$ cat src/rtl/core/rip_pkg.sv
// Shared types and constants for the radix integer parser.
package rip_pkg;

	localparam int unsigned CHAR_BITS   = 21;
	localparam int unsigned NUMBER_BITS = 64;
	localparam int unsigned RADIX_BITS  = 6;

	localparam logic [CHAR_BITS-1:0]  CH_ZERO    = 21'd48;
	localparam logic [CHAR_BITS-1:0]  CH_UPPER_A = 21'd65;
	localparam logic [CHAR_BITS-1:0]  CH_MINUS   = 21'd45;
	localparam logic [CHAR_BITS-1:0]  CH_R       = 21'd114;
	localparam logic [RADIX_BITS-1:0] DEC_RADIX  = 6'd10;
	localparam logic [RADIX_BITS-1:0] MAX_RADIX  = 6'd36;

	typedef enum logic [4:0] {
		PH_FIRST   = 5'b00001,
		PH_OUTER   = 5'b00010,
		PH_AFTER_R = 5'b00100,
		PH_INNER   = 5'b01000,
		PH_STOPPED = 5'b10000
	} phase_t;

	typedef struct packed {
		phase_t                phase;
		logic                  outer_neg;
		logic                  inner_neg;
		logic [RADIX_BITS-1:0] radix;
		logic                  fault;
	} ctrl_t;

	localparam ctrl_t CTRL_RESET = '{
		phase:     PH_FIRST,
		outer_neg: 1'b0,
		inner_neg: 1'b0,
		radix:     DEC_RADIX,
		fault:     1'b0
	};

	typedef struct packed {
		logic [CHAR_BITS-1:0] character;
		logic                 is_last;
	} chr_beat_t;

	typedef struct packed {
		logic signed [NUMBER_BITS-1:0] number;
		logic                          radix_error;
	} num_beat_t;

endpackage

$ cat src/rtl/core/rip_step.sv
// Per-character next-state and result logic of the radix integer parser.
module rip_step #(
	parameter int unsigned VALUE_BITS = 64
) (
	input  rip_pkg::ctrl_t                         ctrl_q,
	input  logic [VALUE_BITS-1:0]                  acc_q,
	input  logic [rip_pkg::CHAR_BITS-1:0]          character,
	input  logic                                   is_last,
	output rip_pkg::ctrl_t                         ctrl_d,
	output logic [VALUE_BITS-1:0]                  acc_d,
	output rip_pkg::num_beat_t                     result
);

	logic                            is_dec;
	logic                            is_upper;
	logic [rip_pkg::RADIX_BITS-1:0]  digit;
	logic                            digit_ok;
	logic                            outer_side;
	logic [rip_pkg::RADIX_BITS-1:0]  mult;
	logic [VALUE_BITS-1:0]           mac;
	logic [VALUE_BITS-1:0]           value;
	rip_pkg::ctrl_t                  ctrl_n;
	logic [VALUE_BITS-1:0]           acc_n;

	always_comb begin
		is_dec   = (character >= rip_pkg::CH_ZERO) && (character < rip_pkg::CH_ZERO + 21'd10);
		is_upper = (character >= rip_pkg::CH_UPPER_A)
			&& (character < rip_pkg::CH_UPPER_A + 21'd26);
		if (is_dec) begin
			digit = rip_pkg::RADIX_BITS'(character - rip_pkg::CH_ZERO);
		end else begin
			digit = rip_pkg::RADIX_BITS'(character - rip_pkg::CH_UPPER_A) + 6'd10;
		end
		digit_ok   = (is_dec || is_upper) && (digit < ctrl_q.radix);
		outer_side = (ctrl_q.phase == rip_pkg::PH_FIRST) || (ctrl_q.phase == rip_pkg::PH_OUTER);
		mult       = outer_side ? rip_pkg::DEC_RADIX : ctrl_q.radix;
		mac        = VALUE_BITS'(acc_q * VALUE_BITS'(mult)) + VALUE_BITS'(digit);
	end

	always_comb begin
		ctrl_n = ctrl_q;
		acc_n  = acc_q;
		case (ctrl_q.phase)
			rip_pkg::PH_FIRST, rip_pkg::PH_OUTER: begin
				if (ctrl_q.phase == rip_pkg::PH_FIRST && character == rip_pkg::CH_MINUS) begin
					ctrl_n.outer_neg = 1'b1;
					ctrl_n.phase     = rip_pkg::PH_OUTER;
				end else if (is_dec) begin
					acc_n        = mac;
					ctrl_n.phase = rip_pkg::PH_OUTER;
				end else if (character == rip_pkg::CH_R) begin
					// radix taken from the decimal prefix, clamped at 36
					if (acc_q > VALUE_BITS'(rip_pkg::MAX_RADIX)) begin
						ctrl_n.fault = 1'b1;
						ctrl_n.radix = rip_pkg::MAX_RADIX;
					end else begin
						ctrl_n.radix = acc_q[rip_pkg::RADIX_BITS-1:0];
					end
					acc_n        = '0;
					ctrl_n.phase = rip_pkg::PH_AFTER_R;
				end else begin
					ctrl_n.phase = rip_pkg::PH_STOPPED;
				end
			end
			rip_pkg::PH_AFTER_R, rip_pkg::PH_INNER: begin
				if (ctrl_q.phase == rip_pkg::PH_AFTER_R && character == rip_pkg::CH_MINUS) begin
					ctrl_n.inner_neg = 1'b1;
					ctrl_n.phase     = rip_pkg::PH_INNER;
				end else if (digit_ok) begin
					acc_n        = mac;
					ctrl_n.phase = rip_pkg::PH_INNER;
				end else begin
					ctrl_n.phase = rip_pkg::PH_STOPPED;
				end
			end
			default: begin
				ctrl_n = ctrl_q;
			end
		endcase
	end

	always_comb begin
		value = (ctrl_n.outer_neg != ctrl_n.inner_neg) ? (~acc_n + VALUE_BITS'(1)) : acc_n;
		result.number      = rip_pkg::NUMBER_BITS'($signed(value));
		result.radix_error = ctrl_n.fault;
		if (is_last) begin
			ctrl_d = rip_pkg::CTRL_RESET;
			acc_d  = '0;
		end else begin
			ctrl_d = ctrl_n;
			acc_d  = acc_n;
		end
	end

endmodule

$ cat src/rtl/core/radix_integer_parser_unit.sv
// Top level of the radix integer parser: input stage, parse state and result register.
// A character beat is registered in beat_s1 and parsed from there; the result beat for a
// string is registered in out_q once its last character is parsed, and drives num.
// Throughput: one character per cycle; the parse step (one multiply-add) sets the cycle.
// chr_ready drops only while a last-character beat waits on a stalled result register.
// Reset: arst_n clears valids and parse state; parsing restarts in PH_FIRST, radix ten.
module radix_integer_parser_unit #(
	parameter int unsigned VALUE_BITS = 64
) (
	input  logic               clk,
	input  logic               arst_n,
	input  logic               chr_valid,
	output logic               chr_ready,
	input  rip_pkg::chr_beat_t chr,
	output logic               num_valid,
	input  logic               num_ready,
	output rip_pkg::num_beat_t num
);

	logic                  valid_s1;
	rip_pkg::chr_beat_t    beat_s1;
	rip_pkg::ctrl_t        ctrl_q;
	logic [VALUE_BITS-1:0] acc_q;
	rip_pkg::ctrl_t        ctrl_d;
	logic [VALUE_BITS-1:0] acc_d;
	rip_pkg::num_beat_t    result;
	logic                  out_valid_q;
	rip_pkg::num_beat_t    out_q;
	logic                  advance;

	assign advance   = valid_s1 && (!beat_s1.is_last || !out_valid_q || num_ready);
	assign chr_ready = !valid_s1 || advance;
	assign num_valid = out_valid_q;
	assign num       = out_q;

	rip_step #(
		.VALUE_BITS(VALUE_BITS)
	) u_step (
		.ctrl_q   (ctrl_q),
		.acc_q    (acc_q),
		.character(beat_s1.character),
		.is_last  (beat_s1.is_last),
		.ctrl_d   (ctrl_d),
		.acc_d    (acc_d),
		.result   (result)
	);

	always_ff @(posedge clk or negedge arst_n) begin
		if (!arst_n) begin
			valid_s1 <= 1'b0;
		end else if (chr_ready) begin
			valid_s1 <= chr_valid;
		end
	end

	always_ff @(posedge clk) begin
		if (chr_ready && chr_valid) begin
			beat_s1 <= chr;
		end
	end

	always_ff @(posedge clk or negedge arst_n) begin
		if (!arst_n) begin
			ctrl_q <= rip_pkg::CTRL_RESET;
			acc_q  <= '0;
		end else if (advance) begin
			ctrl_q <= ctrl_d;
			acc_q  <= acc_d;
		end
	end

	always_ff @(posedge clk or negedge arst_n) begin
		if (!arst_n) begin
			out_valid_q <= 1'b0;
		end else if (advance && beat_s1.is_last) begin
			out_valid_q <= 1'b1;
		end else if (num_ready) begin
			out_valid_q <= 1'b0;
		end
	end

	always_ff @(posedge clk) begin
		if (advance && beat_s1.is_last) begin
			out_q <= result;
		end
	end

	// string end returns parse state to its start
	assert property (@(posedge clk) disable iff (!arst_n)
		advance && beat_s1.is_last |=> ctrl_q == rip_pkg::CTRL_RESET && acc_q == '0)
		else $error("parse state not cleared after last character");

	assert property (@(posedge clk) disable iff (!arst_n)
		advance && beat_s1.is_last |=> out_valid_q)
		else $error("result beat missing after last character");

	assert property (@(posedge clk) disable iff (!arst_n)
		!chr_ready |-> valid_s1 && beat_s1.is_last && out_valid_q && !num_ready)
		else $error("input stalled without a blocked result");

	assert property (@(posedge clk) disable iff (!arst_n)
		ctrl_q.radix <= rip_pkg::MAX_RADIX)
		else $error("radix above limit");

	assert property (@(posedge clk) disable iff (!arst_n)
		ctrl_q.fault |-> ctrl_q.phase != rip_pkg::PH_FIRST && ctrl_q.phase != rip_pkg::PH_OUTER)
		else $error("radix fault set before radix marker");

endmodule

$ cat config.mk
export PLATFORM = sky130hd
export DESIGN_NAME = radix_integer_parser_unit
export DESIGN_NICKNAME = d
export VERILOG_FILES = /design/src/rtl/core/rip_pkg.sv /design/src/rtl/core/rip_step.sv /design/src/rtl/core/radix_integer_parser_unit.sv
export SDC_FILE = /design/constraint.sdc
export NUM_CORES = 1
export LEC_CHECK = 0
export BUFFER_PORTS_ARGS = -buffer_cell sky130_fd_sc_hd__buf_2
export CAP_MARGIN = 30
export CORE_MARGIN = 8
export CORE_UTILIZATION = 45
export CTS_CLUSTER_DIAMETER = 50
export CTS_CLUSTER_SIZE = 20
export DETAILED_ROUTE_END_ITERATION = 6
export GPL_ROUTABILITY_DRIVEN = 1
export RECOVER_POWER = 100
export SLEW_MARGIN = 20
export SYNTH_ARGS = -nofsm -noshare
export SYNTH_HDL_FRONTEND = slang
export SYNTH_SLANG_ARGS = --single-unit
$ cat constraint.sdc
create_clock -name clk -period 10.5 [get_ports clk]
set_input_delay 1.05 -clock clk [delete_from_list [all_inputs] [get_ports clk]]
set_output_delay 1.05 -clock clk [all_outputs]
set_load 0.02 [all_outputs]
==> flow_summary.yaml, run 1 <==
outcome:
  outcome: "finished, violations left"
  violations: "max-capacitance violations, max-slew violations"
critical_path:
  path_class: "flip-flop to flip-flop"
  path_buf_inv: 4
  worstSetupEndpointType: "flip-flop"
  critical_path.top_delay_family: "simple AND/OR/NAND/NOR gates"
  critPathLaunchType: "flip-flop"
  slowest_delay_ns: 0.90
  cp_max_fo: 87
  worstPathArrival_ns: 9.79
  critPathRequiredTime_ns: 10.75
  crit_slowest_cell: "a2111oi_0"
clock_tree:
  clock-sinks: 167
  root_buffer: "clkbuf_16"
  cts_buffer_depth: 2
  clock_latency_ns: 0.50
  cts_hold_buffers: 0
  cts_buffers: 17
  cts_resized: 0
  htree_levels: 4
  cts_tree: "built"
  clkSlewWorstSetupHoldPaths_ns: 0.08
  postCtsSetupRepairBufs: 0
synth:
  yosys-top-cells-area: "fa_1 22%, edfxtp_1 12%, dfrtp_1 8.9%, ha_1 8.2%, and3_1 6.6%"
  netlist_instances: 2397
  yosysTopAreaCell: "fa_1"
  async_flop_share_pct: 47.9
  synth-main-ff-cell: "edfxtp_1"
  synth_top_area_share_pct: 22.3
  netlist_area_um2: 21600
  syn_nets: 2804
  ys_types: 81
  syn_avg_cell_area_um2: 8.99
  seq_area_frac_synth_pct: 21.4
  synth-edff-count: 87
  yosys_register_bits: 167
  yosys_warnings: 0
final_layout:
  syn2layout_area_growth_pct: 6.05
  final_cell_mix: "263 x nand2_1, 240 x fa_1, 227 x and3_1, 141 x ha_1, 137 x o21ai_0"
  final_layout_size_suffix_gt1_share_pct: 4.70
  diodes: 0
  final_common_cell: "nand2_1"
  final_util_pct: 48.1
  fin_area_um2: 22900
  finalNonFillerCells: 3000
  final_nets: 2779
detailed_routing:
  dr.pass1.iters: 6
  drtIter0Drc: 1872
  routed_wl_um: 76900
  antenna_left: 0
  vias_per_cell: 6.35
  via_count: 19100
  avgRoutedWirePerCell_um: 25.6
  drc: 0
pwr:
  switchingPower_mw: 0.595
  p_leak_nw: 11.5
  switching_share_pct: 35.8
  pwr-share-clk_pct: 39.6
  p_int_mw: 1.07
  ir_drop_mv: 0.109
  p_per_area_nw_per_um2: 72.8
  pwr-share-comb_pct: 16.4
  p_seq_share_pct: 44.0
  power.total_mw: 1.66
floorplanning:
  core_um2: 47500
  die_h_um: 235
  rows: 80
  io_pins: 93
  die_w_um: 235
  initial_core_util_pct: 45.3
  die_area_um2: 55200
sta:
  slew_viol_final: 183
  fin_tns_setup_ns: 0
  finalHoldViolations: 0
  fmax_mhz: 105
  final.setup_skew_ns: 0.0156
  period_share_pct: 90.8
  finalSetupViolCount: 0
  worst_slew_pin_slew_ns: 4.05
  max_slew_margin_pct: -170
  min_period_ns: 9.54
  rsz0062_at_grt: "false"
  worst_slack_ns: 0.964
  finalHoldWorstSlack_ns: 0.514
global_route:
  grt_use_total_pct: 27.9
  antenna_found_initial: 1
  grt_pass1_vias: 19700
  gr-total-overflow: 0
  grt_pass1_wl_um: 120000
  grt_max_degree: 105
placement:
  dp_hpwl_um: 57800
  pre_cts_ws_ns: 1.34
  dpl.cell_count: 2968
  dpl-instance-area_um2: 22400
  place.gp.congestion: 0.996
  port_buffers: 92
worst_hold_path:
  hold_class: "flip-flop to flip-flop"
job:
  drv_cap: 4
-- tightest hold or removal path, stage by stage, from the launching register on --
cell and delay (ns):
dfrtp_1 0.35, a21oi_1 0.05, nor2_1 0.08
-- worst paths after layout --
| path | from | end | slack (ns) | depth (start not counted) |
|---|---|---|---|---|
| hold reg to reg | ctrl_q[7] | ctrl_q[7] | 0.51 | 2 |
| max in group asynchronous | arst_n | ctrl_q[3] | 5.33 | 2 |
| setup / recovery | ctrl_q[9] | num[61] | 0.96 | 26 |
| min in group asynchronous | arst_n | acc_q[48] | 1.48 | 1 |
| setup reg to reg | ctrl_q[9] | num[61] | 0.96 | 26 |
| hold / removal | ctrl_q[7] | ctrl_q[7] | 0.51 | 2 |
-- power by group through the flow --
| stage | clock network, mW | logic, mW | registers (mW) |
|---|---|---|---|
| after floorplan | 0 | 0.169 | 0.749 |
| after global placement | 0 | 0.262 | 0.743 |
| after detailed placement | 0 | 0.270 | 0.744 |
| after CTS | 0.668 | 0.270 | 0.730 |
| after global routing | 0.691 | 0.292 | 0.734 |
| final | 0.659 | 0.274 | 0.732 |
-- metal layers --
| metal | up-vias | global-route usage (%) | wire, um |
|---|---|---|---|
| met3 | 123 | 4.61 | 5500 |
| met2 | 834 | 43.4 | 34600 |
| met5 | - | 0 | 0 |
| met4 | 0 | 9.06 | 2170 |
| li1 | 8429 | - | - |
| met1 | 9665 | 39.2 | 34600 |
-- synthesized netlist by cell type (5+ instances only) --
cell,n
a21boi_0,10
nand2b_1,8
fa_1,240
buf_2,7
nor3_1,32
a21oi_1,128
and4_1,7
o211ai_1,15
a41oi_1,6
o21bai_1,8
dfrtp_1,77
mux2i_1,5
and3_1,227
a22o_1,37
nand2_1,264
a211oi_1,15
nor4_1,34
and2_1,117
xor2_1,39
or2_2,6
or3_1,9
nor2_1,127
o21ai_1,7
nand4_1,33
clkbuf_1,159
o21a_1,14
edfxtp_1,87
xnor2_1,84
ha_1,141
o21ai_0,133
or4_1,11
o31ai_1,21
a31oi_1,27
a22oi_1,13
inv_1,99
o2111ai_1,7
a21o_1,24
nand3_1,40
-- sequential cells by signal, indices dropped and copies added, names as in the netlist --
| name | count |
|---|---|
| num_valid | 1 |
| num | 65 |
| ctrl_q | 14 |
| acc_q | 64 |
| beat_s1 | 22 |
| valid_s1 | 1 |
-- logic make-up after synthesis --
group | after synthesis | synth area share [%]
adders and majority gates | 381 | 30.5
buffers and inverters | 267 | 4.71
DFF | 167 | 21.4
muxes | 9 | 0.441
xor gates and xnor gates | 123 | 5.00
and+or+nand+nor | 940 | 22.8
AOI/OAI and AO/OA | 510 | 15.2
-- cell type report --
type                    count  area, um2
repair buffers            124        586
inverters                  99        373
flip-flops and latches    167       4620
clock buffers              17        425
multi-input cells        1963      15900
fillers                  4508      24700
well taps                 615        769
clock inverters            15        158
(Power assumes the default switching activity.)
==> run 2: changes to the inputs <==
ABC_AREA = 1   (was unset)
PLACE_DENSITY = 0.61   (was unset)
==> run 2 against run 1 <==
  * The flow still finishes with violations (max-capacitance violations, max-slew violations)
  * Non-clock buffer count down 14
  * Clock power down 9.4%
  * Critical path depth up 10
  * Clock-buffer cell count up 1
  * Highest routed layer unchanged
==> flow_summary.yaml, run 2 <==
critical_path:
  critPathLaunchType: "flip-flop"
  path_class: "flip-flop to flip-flop"
  slowest_delay_ns: 1.16
  cp_common_cell: "nand2_1"
  crit_slowest_cell: "inv_1"
  rrSetupSlack_ns: 1.75
  worstSetupEndpointType: "flip-flop"
  worstPathArrival_ns: 8.96
  critPathRequiredTime_ns: 10.71
  cp_max_fo: 33
synth:
  syn_nets: 3693
  netlist_area_um2: 23200
  synth-main-ff-cell: "edfxtp_1"
  yosysMostFrequentCell: "nand2_1"
  yosys_register_bits: 167
  syn_avg_cell_area_um2: 7.05
  yosys-top-cells-area: "fa_1 21%, nand2_1 14%, edfxtp_1 11%, nor2_1 10%, dfrtp_1 8.3%"
  yosysTopAreaCell: "fa_1"
  synth_top_area_share_pct: 20.7
  yosys_warnings: 0
  synth-edff-count: 87
  synth_top_cells_by_count: "851 x nand2_1, 643 x nor2_1, 433 x inv_1"
  async_flop_share_pct: 47.9
  ys_types: 51
  netlist_instances: 3286
  seq_area_frac_synth_pct: 19.9
sta:
  rsz0062_at_grt: "false"
  worst_slew_pin_slew_ns: 3.37
  min_period_ns: 8.75
  finalSetupViolCount: 0
  finalHoldViolations: 0
  fin_tns_setup_ns: 0
  slew_viol_final: 189
  final.setup_skew_ns: 0.0154
  period_share_pct: 83.3
  fmax_mhz: 114
  max_slew_margin_pct: -125
floorplanning:
  rows: 83
  die_w_um: 243
  die_area_um2: 59000
  io_pins: 93
  core_um2: 51100
  initial_core_util_pct: 45.4
  die_h_um: 243
placement:
  place.gp.congestion: 1.05
  port_buffers: 92
  dpl.cell_count: 3992
  dp_hpwl_um: 73100
  dpl-instance-area_um2: 24300
detailed_routing:
  dr.pass1.iters: 6
  drc: 0
  drtIter0Drc: 2344
  wl_met3_um: 6800
  routed_wl_um: 87600
  met2WireLength_um: 37700
  antenna_left: 0
  vias_per_cell: 5.63
  avgRoutedWirePerCell_um: 21.8
  top_layer: "met4"
  m1WireLength_um: 39200
  via_count: 22700
job:
  drv_cap: 3
clock_tree:
  clkSlewWorstSetupHoldPaths_ns: 0.07
  htree_levels: 4
  clock-sinks: 167
  cts_hold_buffers: 0
  cts_tree: "built"
  root_buffer: "clkbuf_16"
  cts_resized: 0
  cts_buffer_depth: 2
  cts_buffers: 17
  postCtsSetupRepairBufs: 0
  clock_latency_ns: 0.46
final_layout:
  largest_register_ffs: 65
  syn2layout_area_growth_pct: 6.18
  diodes: 0
  final_util_pct: 48.2
  final_common_cell: "nand2_1"
  final-seq-area_um2: 4620
  final_layout_size_suffix_gt1_share_pct: 3.26
  multi_input_area_um2: 16400
  fillers: 5377
  finalNonFillerCells: 4027
  final_nets: 3741
  fin_area_um2: 24600
  final_cell_mix: "863 x nand2_1, 658 x nor2_1, 434 x inv_1, 240 x fa_1, 187 x nand3_1"
global_route:
  grt_pass1_wl_um: 135000
  grt_pass1_vias: 22500
  grt_max_degree: 70
  grt_use_total_pct: 29.4
  antenna_found_initial: 0
  gr-total-overflow: 0
pwr:
  p_per_area_nw_per_um2: 82.5
  p_leak_nw: 13.1
  ir_drop_mv: 0.0902
  power.total_mw: 2.03
outcome:
  violations: "max-capacitance violations, max-slew violations"
  outcome: "finished, violations left"
worst_hold_path:
  hold_class: "flip-flop to flip-flop"
[run 2: cell types whose count changed in the layout (fill, tap and decap cells not counted), moves of 41 or more]
cell | previous run | this run
a21oi_1 | 128 | 87
and2_1 | 110 | 3
and3_1 | 227 | 2
inv_1 | 98 | 434
nand2_1 | 263 | 863
nand3_1 | 40 | 187
nor2_1 | 127 | 658
o22ai_1 | 2 | 57
xnor2_1 | 83 | 13
[run 2: final cells by class]
| type | instances | area share [%] |
|---|---|---|
| Timing Repair Buffer | 110 | 2.07 |
| Clock buffer | 18 | 1.74 |
| Tap cell | 680 | 3.46 |
| Sequential cell | 167 | 18.8 |
| Multi-Input combinational cell | 2584 | 66.5 |
| Clock inverter | 14 | 0.473 |
| Inverter | 454 | 6.94 |
[run 2: worst max-delay path: cells and delay by family, from the launching register on]
kind / cells / cell delay (ns)
AND/OR/NAND/NOR: 24 / 3.19
adder cells (fa/ha/maj): 5 / 2.21
AO/OA/AOI/OAI: 1 / 0.60
buffers and inverters: 6 / 1.92
flip-flops: 1 / 0.54
[run 2: per-stage QoR]
step / worst slack, ns / hold WS [ns]
after floorplan: 4.31 / 0.469
after global placement: 2.23 / 0.492
after detailed placement: 2.34 / 0.504
after CTS: 2.30 / 0.415
after global routing: 1.42 / 0.568
final: 1.75 / 0.514
[run 2: kinds of logic after synthesis]
family	after synthesis	synth area share (%)
adders and majority gates	381	28.3
DFF	167	19.9
and+or+nand+nor	1824	32.5
AOI/OAI and AO/OA	297	7.29
buffers and inverters	535	8.88
xor gates and xnor gates	82	3.10
[run 2: layer usage]
| layer | GRT usage [%] | vias to the layer above |
|---|---|---|
| li1 | - | 10400 |
| met1 | 41.1 | 11100 |
| met2 | 44.7 | 1027 |
| met3 | 4.85 | 165 |
| met4 | 12.3 | 0 |
| met5 | 0 | - |
[run 2: path summary, 6_finish.rpt]
path	startpoint	to	depth (start not counted)
hold / removal	ctrl_q[0]	ctrl_q[0]	2
hold reg to reg	ctrl_q[0]	ctrl_q[0]	2
setup / recovery	ctrl_q[9]	num[61]	36
min in group asynchronous	arst_n	acc_q[54]	1
setup reg to reg	ctrl_q[9]	num[61]	36
max in group asynchronous	arst_n	ctrl_q[0]	3
[run 2: report_power, final]
| part | switching [mW] | total (mW) | internal, mW |
|---|---|---|---|
| Clock | 0.290 | 0.597 | 0.308 |
| Combinational | 0.519 | 0.689 | 0.170 |
| Sequential | 0.0203 | 0.745 | 0.725 |
